===== config.mk =====
export PLATFORM = sky130hd
export DESIGN_NAME = maze_dfs_generator_core
export DESIGN_NICKNAME = d
export VERILOG_FILES = /design/src/mdg_pkg.sv /design/src/mdg_ram.sv /design/src/mdg_nbr_unit.sv /design/src/maze_dfs_generator_core.sv
export SDC_FILE = /design/constraint.sdc
export NUM_CORES = 2
export LEC_CHECK = 0
export ABC_AREA = 0
export BUFFER_PORTS_ARGS = -buffer_cell sky130_fd_sc_hd__buf_2
export CAP_MARGIN = 20
export CORE_AREA = 2 2 471 473
export DETAILED_ROUTE_END_ITERATION = 8
export DIE_AREA = 0 0 473 475
export HOLD_SLACK_MARGIN = 0.05
export PLACE_DENSITY = 0.73
export RECOVER_POWER = 100
export SETUP_SLACK_MARGIN = 0.2
export SYNTH_ARGS = -nofsm -noshare
export SYNTH_HDL_FRONTEND = slang
export SYNTH_SLANG_ARGS = --single-unit

===== constraint.sdc =====
create_clock -name clk -period 17.9 [get_ports clk]
set_clock_uncertainty 0.05 [all_clocks]
set_input_delay 2.685 -clock clk [delete_from_list [all_inputs] [get_ports clk]]
set_output_delay 2.685 -clock clk [all_outputs]
set_load 0.05 [all_outputs]

===== src/mdg_pkg.sv =====
// Package for the maze DFS generator: grid constants, item and cell types,
// sequencer states and small helper functions. No dependencies.
package mdg_pkg;

  localparam int GRID_SIDE  = 16;
  localparam int CELL_COUNT = GRID_SIDE * GRID_SIDE;
  localparam int RW         = $clog2(GRID_SIDE);
  localparam int CW         = $clog2(CELL_COUNT);
  localparam int DW         = $clog2(CELL_COUNT + 1);

  typedef logic [RW-1:0] coord_t;
  typedef logic [CW-1:0] idx_t;
  typedef logic [DW-1:0] depth_t;

  typedef struct packed {
    coord_t row;
    coord_t col;
  } cell_t;

  localparam coord_t COORD_MAX = coord_t'(GRID_SIDE - 1);

  // item kinds
  localparam logic [1:0] KIND_RESTART = 2'd0;
  localparam logic [1:0] KIND_ADVANCE = 2'd1;
  localparam logic [1:0] KIND_READ    = 2'd2;

  typedef struct packed {
    logic [1:0]  kind;
    logic [14:0] random_word;
    logic [3:0]  query_row;
    logic [3:0]  query_col;
  } in_item_t;

  typedef struct packed {
    logic [3:0] from_row;
    logic [3:0] from_col;
    logic [3:0] to_row;
    logic [3:0] to_col;
    logic       carved;
    logic       finished;
    logic       right_wall;
    logic       down_wall;
  } out_item_t;

  typedef enum logic [1:0] {
    DIR_LEFT  = 2'd0,
    DIR_DOWN  = 2'd1,
    DIR_RIGHT = 2'd2,
    DIR_UP    = 2'd3
  } dir_t;

  // neighbour unit results
  typedef struct packed {
    logic  in_grid;
    cell_t nb;
    idx_t  nb_idx;
    idx_t  cur_idx;
  } nbr_res_t;

  typedef enum logic [3:0] {
    ST_CLEAR,
    ST_RST_FIN,
    ST_IDLE,
    ST_SCAN_RD,
    ST_SCAN_CHK,
    ST_DECIDE,
    ST_POP_RD,
    ST_POP_LD,
    ST_READ_WAIT,
    ST_EMIT
  } state_t;

  function automatic idx_t cell_idx(cell_t c);
    logic [CW+RW-1:0] prod;
    prod = {{CW{1'b0}}, c.row} * (CW + RW)'(GRID_SIDE) + {{CW{1'b0}}, c.col};
    return prod[CW-1:0];
  endfunction

  // low four bits of a coordinate, zero extended on small grids
  function automatic logic [3:0] nib(coord_t v);
    logic [RW+3:0] ext;
    ext = {4'b0000, v};
    return ext[3:0];
  endfunction

  // fit a 4-bit query coordinate to grid width (only used when in range)
  function automatic coord_t fit_coord(logic [3:0] v);
    logic [RW+3:0] ext;
    ext = {{RW{1'b0}}, v};
    return ext[RW-1:0];
  endfunction

  // v mod 3 via base-4 digit sum (4 = 1 mod 3)
  function automatic logic [1:0] mod3_15(logic [14:0] v);
    logic [15:0] ve;
    logic [4:0]  s;
    logic [2:0]  t;
    ve = {1'b0, v};
    s  = 5'd0;
    for (int i = 0; i < 8; i++) begin
      s = s + {3'b000, ve[2*i +: 2]};
    end
    t = {1'b0, s[1:0]} + {1'b0, s[3:2]} + {2'b00, s[4]};
    if (t >= 3'd6) begin
      t = t - 3'd6;
    end else if (t >= 3'd3) begin
      t = t - 3'd3;
    end
    return t[1:0];
  endfunction

  // direction of the k-th set bit of the open mask, order left..up
  function automatic dir_t pick_dir(logic [3:0] mask, logic [1:0] k);
    logic [1:0] cnt;
    logic       found;
    dir_t       sel;
    cnt   = 2'd0;
    found = 1'b0;
    sel   = DIR_LEFT;
    for (int d = 0; d < 4; d++) begin
      if (mask[d] && !found) begin
        if (cnt == k) begin
          sel   = dir_t'(2'(d));
          found = 1'b1;
        end
        cnt = cnt + 2'd1;
      end
    end
    return sel;
  endfunction

endpackage


===== src/mdg_ram.sv =====
// Generic single-write, single-read RAM with registered read data.
// No dependencies.
module mdg_ram #(
  parameter int WIDTH = 1,
  parameter int DEPTH = 256
) (
  input  logic                     clk,
  input  logic                     we,
  input  logic [$clog2(DEPTH)-1:0] waddr,
  input  logic [WIDTH-1:0]         wdata,
  input  logic [$clog2(DEPTH)-1:0] raddr,
  output logic [WIDTH-1:0]         rdata
);

  logic [WIDTH-1:0] mem [DEPTH];

  always_ff @(posedge clk) begin
    if (we) begin
      mem[waddr] <= wdata;
    end
    rdata <= mem[raddr];
  end

endmodule


===== src/mdg_nbr_unit.sv =====
// Shared neighbour unit: steps a cell one place in a direction, checks the
// grid edge and forms RAM addresses. Depends on mdg_pkg.
module mdg_nbr_unit (
  input  mdg_pkg::cell_t    cur,
  input  mdg_pkg::dir_t     dir,
  output mdg_pkg::nbr_res_t res
);
  import mdg_pkg::*;

  cell_t nb;
  logic  ok;

  always_comb begin
    nb = cur;
    ok = 1'b0;
    case (dir)
      DIR_LEFT: begin
        ok     = (cur.col != '0);
        nb.col = cur.col - coord_t'(1);
      end
      DIR_DOWN: begin
        ok     = (cur.row != COORD_MAX);
        nb.row = cur.row + coord_t'(1);
      end
      DIR_RIGHT: begin
        ok     = (cur.col != COORD_MAX);
        nb.col = cur.col + coord_t'(1);
      end
      DIR_UP: begin
        ok     = (cur.row != '0);
        nb.row = cur.row - coord_t'(1);
      end
      default: begin
        ok = 1'b0;
      end
    endcase
  end

  assign res.in_grid = ok;
  assign res.nb      = nb;
  assign res.nb_idx  = cell_idx(nb);
  assign res.cur_idx = cell_idx(cur);

endmodule


===== src/maze_dfs_generator_core.sv =====
// Maze DFS generator top level: sequencer, visited/wall/stack RAMs, output
// register. Depends on mdg_pkg, mdg_ram and mdg_nbr_unit.
//
// Builds a GRID_SIDE x GRID_SIDE maze with a randomized depth-first walk.
// Items are taken one at a time (in_ready high only when idle); one result
// per item. After reset, and on every restart item, a clearing pass writes
// visited=0 and all walls closed, one cell a cycle. An advance visits the
// four neighbours of the current cell one at a time through the single read
// port of the visited RAM, an in-grid neighbour through the scan read and
// scan check states and a grid edge through the scan read state alone; a
// carving step then adds the decide and emit states. Each backtrack pop adds
// the dead-end decision, the stack RAM read (pop read and pop load states)
// and a fresh neighbour scan. An advance on a finished maze or an unused
// kind goes straight to emit; a read item first waits for the wall RAM read.
// A result waits in the emit state while the output register is still full.
// A finished result sits in the output register while the next item may be
// accepted.
module maze_dfs_generator_core (
  input  logic                clk,
  input  logic                rst_n,
  input  logic                in_valid,
  output logic                in_ready,
  input  mdg_pkg::in_item_t   in_data,
  output logic                out_valid,
  input  logic                out_ready,
  output mdg_pkg::out_item_t  out_data
);
  import mdg_pkg::*;

  // sequencer and walk state
  state_t     state_r, state_nxt;
  logic       restart_r, restart_nxt;   // clearing pass belongs to a restart item
  idx_t       clr_r, clr_nxt;
  cell_t      cur_r, cur_nxt;
  depth_t     depth_r, depth_nxt;
  logic       done_r, done_nxt;
  dir_t       dir_r, dir_nxt;
  logic [3:0] mask_r, mask_nxt;         // unvisited neighbours, bit per dir
  logic       out_valid_r, out_valid_nxt;

  // payload
  logic [14:0] rnd_r, rnd_nxt;
  logic        q_ok_r, q_ok_nxt;
  out_item_t   res_r, res_nxt;
  out_item_t   out_data_r, out_data_nxt;

  // neighbour unit
  dir_t       nbr_dir;
  nbr_res_t   nbr;
  dir_t       chosen;
  logic [2:0] open_cnt;
  logic [1:0] pick_k;
  depth_t     dep_m1;

  // RAM ports
  logic  vis_we, vis_wdata, vis_rdata;
  idx_t  vis_waddr, vis_raddr;
  logic  rw_we, rw_wdata, rw_rdata;
  idx_t  rw_waddr;
  logic  dw_we, dw_wdata, dw_rdata;
  idx_t  dw_waddr;
  idx_t  wall_raddr;
  logic  stk_we;
  idx_t  stk_waddr, stk_raddr;
  cell_t stk_wdata, stk_rdata;

  cell_t q_cell;
  logic  q_ok;

  mdg_nbr_unit u_nbr (
    .cur (cur_r),
    .dir (nbr_dir),
    .res (nbr)
  );

  mdg_ram #(.WIDTH(1), .DEPTH(CELL_COUNT)) u_visited (
    .clk(clk), .we(vis_we), .waddr(vis_waddr), .wdata(vis_wdata),
    .raddr(vis_raddr), .rdata(vis_rdata)
  );

  mdg_ram #(.WIDTH(1), .DEPTH(CELL_COUNT)) u_right_walls (
    .clk(clk), .we(rw_we), .waddr(rw_waddr), .wdata(rw_wdata),
    .raddr(wall_raddr), .rdata(rw_rdata)
  );

  mdg_ram #(.WIDTH(1), .DEPTH(CELL_COUNT)) u_down_walls (
    .clk(clk), .we(dw_we), .waddr(dw_waddr), .wdata(dw_wdata),
    .raddr(wall_raddr), .rdata(dw_rdata)
  );

  mdg_ram #(.WIDTH($bits(cell_t)), .DEPTH(CELL_COUNT)) u_path_stack (
    .clk(clk), .we(stk_we), .waddr(stk_waddr), .wdata(stk_wdata),
    .raddr(stk_raddr), .rdata(stk_rdata)
  );

  // query cell; out-of-grid queries read as closed walls
  assign q_ok = ({{RW{1'b0}}, in_data.query_row} < (RW + 4)'(GRID_SIDE)) &&
                ({{RW{1'b0}}, in_data.query_col} < (RW + 4)'(GRID_SIDE));
  assign q_cell.row = fit_coord(in_data.query_row);
  assign q_cell.col = fit_coord(in_data.query_col);

  // random pick among open neighbours: rnd mod count
  assign open_cnt = 3'($countones(mask_r));
  always_comb begin
    case (open_cnt)
      3'd2:    pick_k = {1'b0, rnd_r[0]};
      3'd3:    pick_k = mod3_15(rnd_r);
      3'd4:    pick_k = rnd_r[1:0];
      default: pick_k = 2'd0;
    endcase
  end
  assign chosen  = pick_dir(mask_r, pick_k);
  assign nbr_dir = (state_r == ST_DECIDE) ? chosen : dir_r;
  assign dep_m1  = depth_r - depth_t'(1);

  assign in_ready  = (state_r == ST_IDLE);
  assign out_valid = out_valid_r;
  assign out_data  = out_data_r;

  always_comb begin
    state_nxt     = state_r;
    restart_nxt   = restart_r;
    clr_nxt       = clr_r;
    cur_nxt       = cur_r;
    depth_nxt     = depth_r;
    done_nxt      = done_r;
    dir_nxt       = dir_r;
    mask_nxt      = mask_r;
    rnd_nxt       = rnd_r;
    q_ok_nxt      = q_ok_r;
    res_nxt       = res_r;
    out_data_nxt  = out_data_r;
    out_valid_nxt = out_valid_r && !out_ready;

    vis_we     = 1'b0;
    vis_waddr  = nbr.nb_idx;
    vis_wdata  = 1'b1;
    vis_raddr  = nbr.nb_idx;
    rw_we      = 1'b0;
    rw_waddr   = nbr.cur_idx;
    rw_wdata   = 1'b0;
    dw_we      = 1'b0;
    dw_waddr   = nbr.cur_idx;
    dw_wdata   = 1'b0;
    wall_raddr = cell_idx(q_cell);
    stk_we     = 1'b0;
    stk_waddr  = depth_r[CW-1:0];
    stk_wdata  = nbr.nb;
    stk_raddr  = dep_m1[CW-1:0];

    case (state_r)
      ST_CLEAR: begin
        vis_we    = 1'b1;
        vis_waddr = clr_r;
        vis_wdata = 1'b0;
        rw_we     = 1'b1;
        rw_waddr  = clr_r;
        rw_wdata  = 1'b1;
        dw_we     = 1'b1;
        dw_waddr  = clr_r;
        dw_wdata  = 1'b1;
        clr_nxt   = clr_r + idx_t'(1);
        if (clr_r == idx_t'(CELL_COUNT - 1)) begin
          state_nxt = restart_r ? ST_RST_FIN : ST_IDLE;
        end
      end

      ST_RST_FIN: begin
        // cell 0,0 visited and the only stack entry
        vis_we      = 1'b1;
        vis_waddr   = '0;
        vis_wdata   = 1'b1;
        stk_we      = 1'b1;
        stk_waddr   = '0;
        stk_wdata   = '0;
        cur_nxt     = '0;
        depth_nxt   = depth_t'(1);
        done_nxt    = 1'b0;
        restart_nxt = 1'b0;
        res_nxt     = '0;
        state_nxt   = ST_EMIT;
      end

      ST_IDLE: begin
        if (in_valid) begin
          case (in_data.kind)
            KIND_RESTART: begin
              restart_nxt = 1'b1;
              clr_nxt     = '0;
              state_nxt   = ST_CLEAR;
            end
            KIND_ADVANCE: begin
              rnd_nxt = in_data.random_word;
              if (done_r) begin
                res_nxt          = '0;
                res_nxt.finished = 1'b1;
                state_nxt        = ST_EMIT;
              end else begin
                dir_nxt   = DIR_LEFT;
                mask_nxt  = '0;
                state_nxt = ST_SCAN_RD;
              end
            end
            KIND_READ: begin
              q_ok_nxt  = q_ok;
              state_nxt = ST_READ_WAIT;
            end
            default: begin
              res_nxt   = '0;
              state_nxt = ST_EMIT;
            end
          endcase
        end
      end

      ST_SCAN_RD: begin
        if (nbr.in_grid) begin
          state_nxt = ST_SCAN_CHK;
        end else if (dir_r == DIR_UP) begin
          state_nxt = ST_DECIDE;
        end else begin
          dir_nxt = dir_t'(2'(dir_r + 2'd1));
        end
      end

      ST_SCAN_CHK: begin
        mask_nxt[dir_r] = ~vis_rdata;
        if (dir_r == DIR_UP) begin
          state_nxt = ST_DECIDE;
        end else begin
          dir_nxt   = dir_t'(2'(dir_r + 2'd1));
          state_nxt = ST_SCAN_RD;
        end
      end

      ST_DECIDE: begin
        if (open_cnt == 3'd0) begin
          // dead end: pop, or finish when only the last stack entry is left
          if (depth_r <= depth_t'(1)) begin
            depth_nxt        = '0;
            done_nxt         = 1'b1;
            res_nxt          = '0;
            res_nxt.finished = 1'b1;
            state_nxt        = ST_EMIT;
          end else begin
            depth_nxt = dep_m1;
            state_nxt = ST_POP_RD;
          end
        end else begin
          vis_we = 1'b1;
          case (chosen)
            DIR_LEFT: begin
              rw_we    = 1'b1;
              rw_waddr = nbr.nb_idx;
            end
            DIR_RIGHT: begin
              rw_we = 1'b1;
            end
            DIR_DOWN: begin
              dw_we = 1'b1;
            end
            default: begin
              dw_we    = 1'b1;
              dw_waddr = nbr.nb_idx;
            end
          endcase
          if (depth_r < depth_t'(CELL_COUNT)) begin
            stk_we    = 1'b1;
            depth_nxt = depth_r + depth_t'(1);
          end
          res_nxt          = '0;
          res_nxt.from_row = nib(cur_r.row);
          res_nxt.from_col = nib(cur_r.col);
          res_nxt.to_row   = nib(nbr.nb.row);
          res_nxt.to_col   = nib(nbr.nb.col);
          res_nxt.carved   = 1'b1;
          cur_nxt          = nbr.nb;
          state_nxt        = ST_EMIT;
        end
      end

      ST_POP_RD: begin
        // stack read of the new top is in flight
        state_nxt = ST_POP_LD;
      end

      ST_POP_LD: begin
        cur_nxt   = stk_rdata;
        dir_nxt   = DIR_LEFT;
        mask_nxt  = '0;
        state_nxt = ST_SCAN_RD;
      end

      ST_READ_WAIT: begin
        res_nxt            = '0;
        res_nxt.right_wall = q_ok_r ? rw_rdata : 1'b1;
        res_nxt.down_wall  = q_ok_r ? dw_rdata : 1'b1;
        state_nxt          = ST_EMIT;
      end

      ST_EMIT: begin
        // wait for the output register to free up
        if (!out_valid_r || out_ready) begin
          out_data_nxt  = res_r;
          out_valid_nxt = 1'b1;
          state_nxt     = ST_IDLE;
        end
      end

      default: begin
        state_nxt = ST_IDLE;
      end
    endcase
  end

  always_ff @(posedge clk) begin
    if (!rst_n) begin
      state_r     <= ST_CLEAR;
      restart_r   <= 1'b0;
      clr_r       <= '0;
      cur_r       <= '0;
      depth_r     <= '0;
      done_r      <= 1'b1;
      dir_r       <= DIR_LEFT;
      mask_r      <= '0;
      out_valid_r <= 1'b0;
    end else begin
      state_r     <= state_nxt;
      restart_r   <= restart_nxt;
      clr_r       <= clr_nxt;
      cur_r       <= cur_nxt;
      depth_r     <= depth_nxt;
      done_r      <= done_nxt;
      dir_r       <= dir_nxt;
      mask_r      <= mask_nxt;
      out_valid_r <= out_valid_nxt;
    end
  end

  always_ff @(posedge clk) begin
    rnd_r      <= rnd_nxt;
    q_ok_r     <= q_ok_nxt;
    res_r      <= res_nxt;
    out_data_r <= out_data_nxt;
  end

endmodule


==> metrics.txt <==
CTS Buf Count 310; clk sinks ~2,900; average wire per standard cell 29.53 um; post-CTS sizing 0; Clock Path Buffers 4; initial antenna violation count 8; Max Fclk around 70 MHz; failing checks design-rule violations, max-capacitance violations, max-slew violations; CTS Root Buffer Type clkbuf_16; nets@finish about 6,800; required time of the critical path between 15 and 20 ns; drc violations 1; Worst Path Max Fanout 22; Period minus WS final between 10 and 15 ns; H-tree depth 5; synthesized cell area roughly 120,000 sq um; Startpoint Class flop; core region area between 200,000 and 250,000 sq um; syn_area_per_cell 17.96 sq um; Hold Fails Final Rpt 0; Clk pin slew, worst setup/hold paths approximately 0.060 ns; largest stage delay on the critical path 1.08 ns; post-layout util just over 60%; I/O pins 51; Total Routed Length just under 300,000 um; LEAKAGE 40.74 nW; GRT Total Usage between 20% and 30%; Syn. warnings 0; sequential-to-total area share from yosys stat a little over 70%; vias in the first global route 64,240; most frequent cells in the layout edfxtp_1, nor2_1, mux4_2; fin crit share approximately four fifths; row count roughly 170; gr ovfl total 0; overall die width 473 um; syn nets slightly below 7,000; CTS tree yes; DR vias roughly 65,000; top cells by area, synth edfxtp_1, mux4_2, nor2_1, nand2_1, clkbuf_1; fraction of registers with async set/reset 0%; Synth top area share 71.65%; Yosys cell types approximately 90; Initial Util 54.92%; design area ~130,000 sq um; # setup viols final 0; result of the run finished with violations; Final WS setup about 3.6 ns; ys flop type edfxtp_1; most common cell after layout, fill and taps aside edfxtp_1; Clock Latency Late Sink 0.94 ns; post-synthesis cell count between 6,000 and 7,000; GP Congestion 0.9281; vias per cell 6.573; Max Cap Viol 20; max-slew violation count ~1,200; unrepaired setup endpoints after global routing no; 1st-iter DRT viols just over 8,000; chip height around 480 um; share of cells above drive strength 1 between 10% and 20%; relative slew slack -197.0%; TNS Setup 0 ns; first-pass GRT wire length about 430,000 um; Min-Delay Path Class reg2reg; dpl ws between 6 and 7 ns; hold buffer count at CTS 0; leading area contributor after synthesis edfxtp_1; antenna viol nets, final 0; Die Area about 220,000 sq um; # Post-CTS Setup Buffers 0; largest net degree at the start of global routing approximately 260; Placed Area between 100,000 and 150,000 sq um; pwr dens about 110 nW/um^2; Synth Register Bits 2,920; Worst Path Arrival 14.82 ns; Crit-path slowest cell nand3_1; Slew @ Worst Pin between 4 and 5 ns; element type at the critical path end flop; DP HPWL 164,900 um; count of buffers from port buffering 50; peak supply drop between 0.0001 and 0.00015 V; area grow syn2layout 10.21%; EDFF count, synth roughly 2,900; drt pass-1 iters 9; crit path kind reg2reg; total power 14.62 mW
==> critical path: cells and delay by family (launching register included) <==
family | cells | cell delay [ns]
flops | 1 | 0.32
buf+inv | 9 | 2.92
simple gates | 9 | 3.37
fa+ha+maj | 11 | 4.51
compound gates | 9 | 2.72
==> metal layers <==
layer  track usage (%)  up-vias  share of wire [%]
met5                 0        -             0.0093
met4             10.44        4                4.4
met3             5.167      710                9.3
met2             41.25     3554                 48
met1             35.21    33510                 38
li1                  -    26740                  -
==> flip-flops by register name (all words and copies together), names as in the netlist, 8 cells and up <==
signal              flops
u_down_walls.mem      256
clr_r                   8
cur_r                   8
u_right_walls.mem     256
res_r                  20
u_path_stack.mem     2048
rnd_r                  15
depth_r                 9
u_path_stack.rdata      8
u_visited.mem         256
out_data               20
==> cells in the mapped netlist (all sizes together), types with 36 or more instances <==
cell type and instances:
and2 47, nor3 36, nor2 1151, a31oi 50, nand3 43, dfxtp 49, mux4 824, a221oi 67
edfxtp 2871, buf 117, a21oi 74, clkbuf 329, mux2i 50, nand2 418, a211oi 73, o21ai 64
inv 47
==> final timing paths <==
check | startpoint | endpoint | slack [ns] | cells after the start
worst max-delay path | rnd_r[8] | u_right_walls.mem[179] | 3.63 | 38
worst min-delay path | res_r[3] | out_data[3] | 0.37 | 0
worst max register to register | rnd_r[8] | u_right_walls.mem[179] | 3.63 | 38
worst min register to register | res_r[3] | out_data[3] | 0.37 | 0
==> kinds of logic after synthesis <==
family	after synthesis	synth area share, %
AOI/OAI and AO/OA	524	3.144
buffers and inverters	493	1.593
and+or+nand+nor	1817	6.185
xor gates and xnor gates	27	0.2028
muxes	879	15.89
adders and majority gates	41	0.5189
DFF	2920	72.47
==> metrics by stage <==
step / hold slack [ns] / cells
after global placement: 0.3576 / 9275
final: 0.3660 / 9815
after floorplan: 0.3503 / 6701
after detailed placement: 0.3552 / 9278
after CTS: 0.3673 / 9805
after global routing: 0.3633 / 9812
==> area by class of cell <==
| type | instances | area (sq um) |
|---|---|---|
| tap | 2871 | 3592 |
| antenna | 3 | 7.507 |
| clock inverter | 150 | 1151 |
| clock buffer | 377 | 8094 |
| inverter | 47 | 177.7 |
| multi-input combinational | 3288 | 31290 |
| sequential | 2920 | 87200 |
| timing repair buffer | 159 | 1097 |
| fill | 15380 | 86480 |
==> report_power, final <==
part           switching (mW)  leakage, nW  internal, mW
clock network            2.54         4.51          3.44
registers              0.0188         27.3          7.74
logic                   0.668         8.93         0.206
Power figures use the tool's default switching activity.
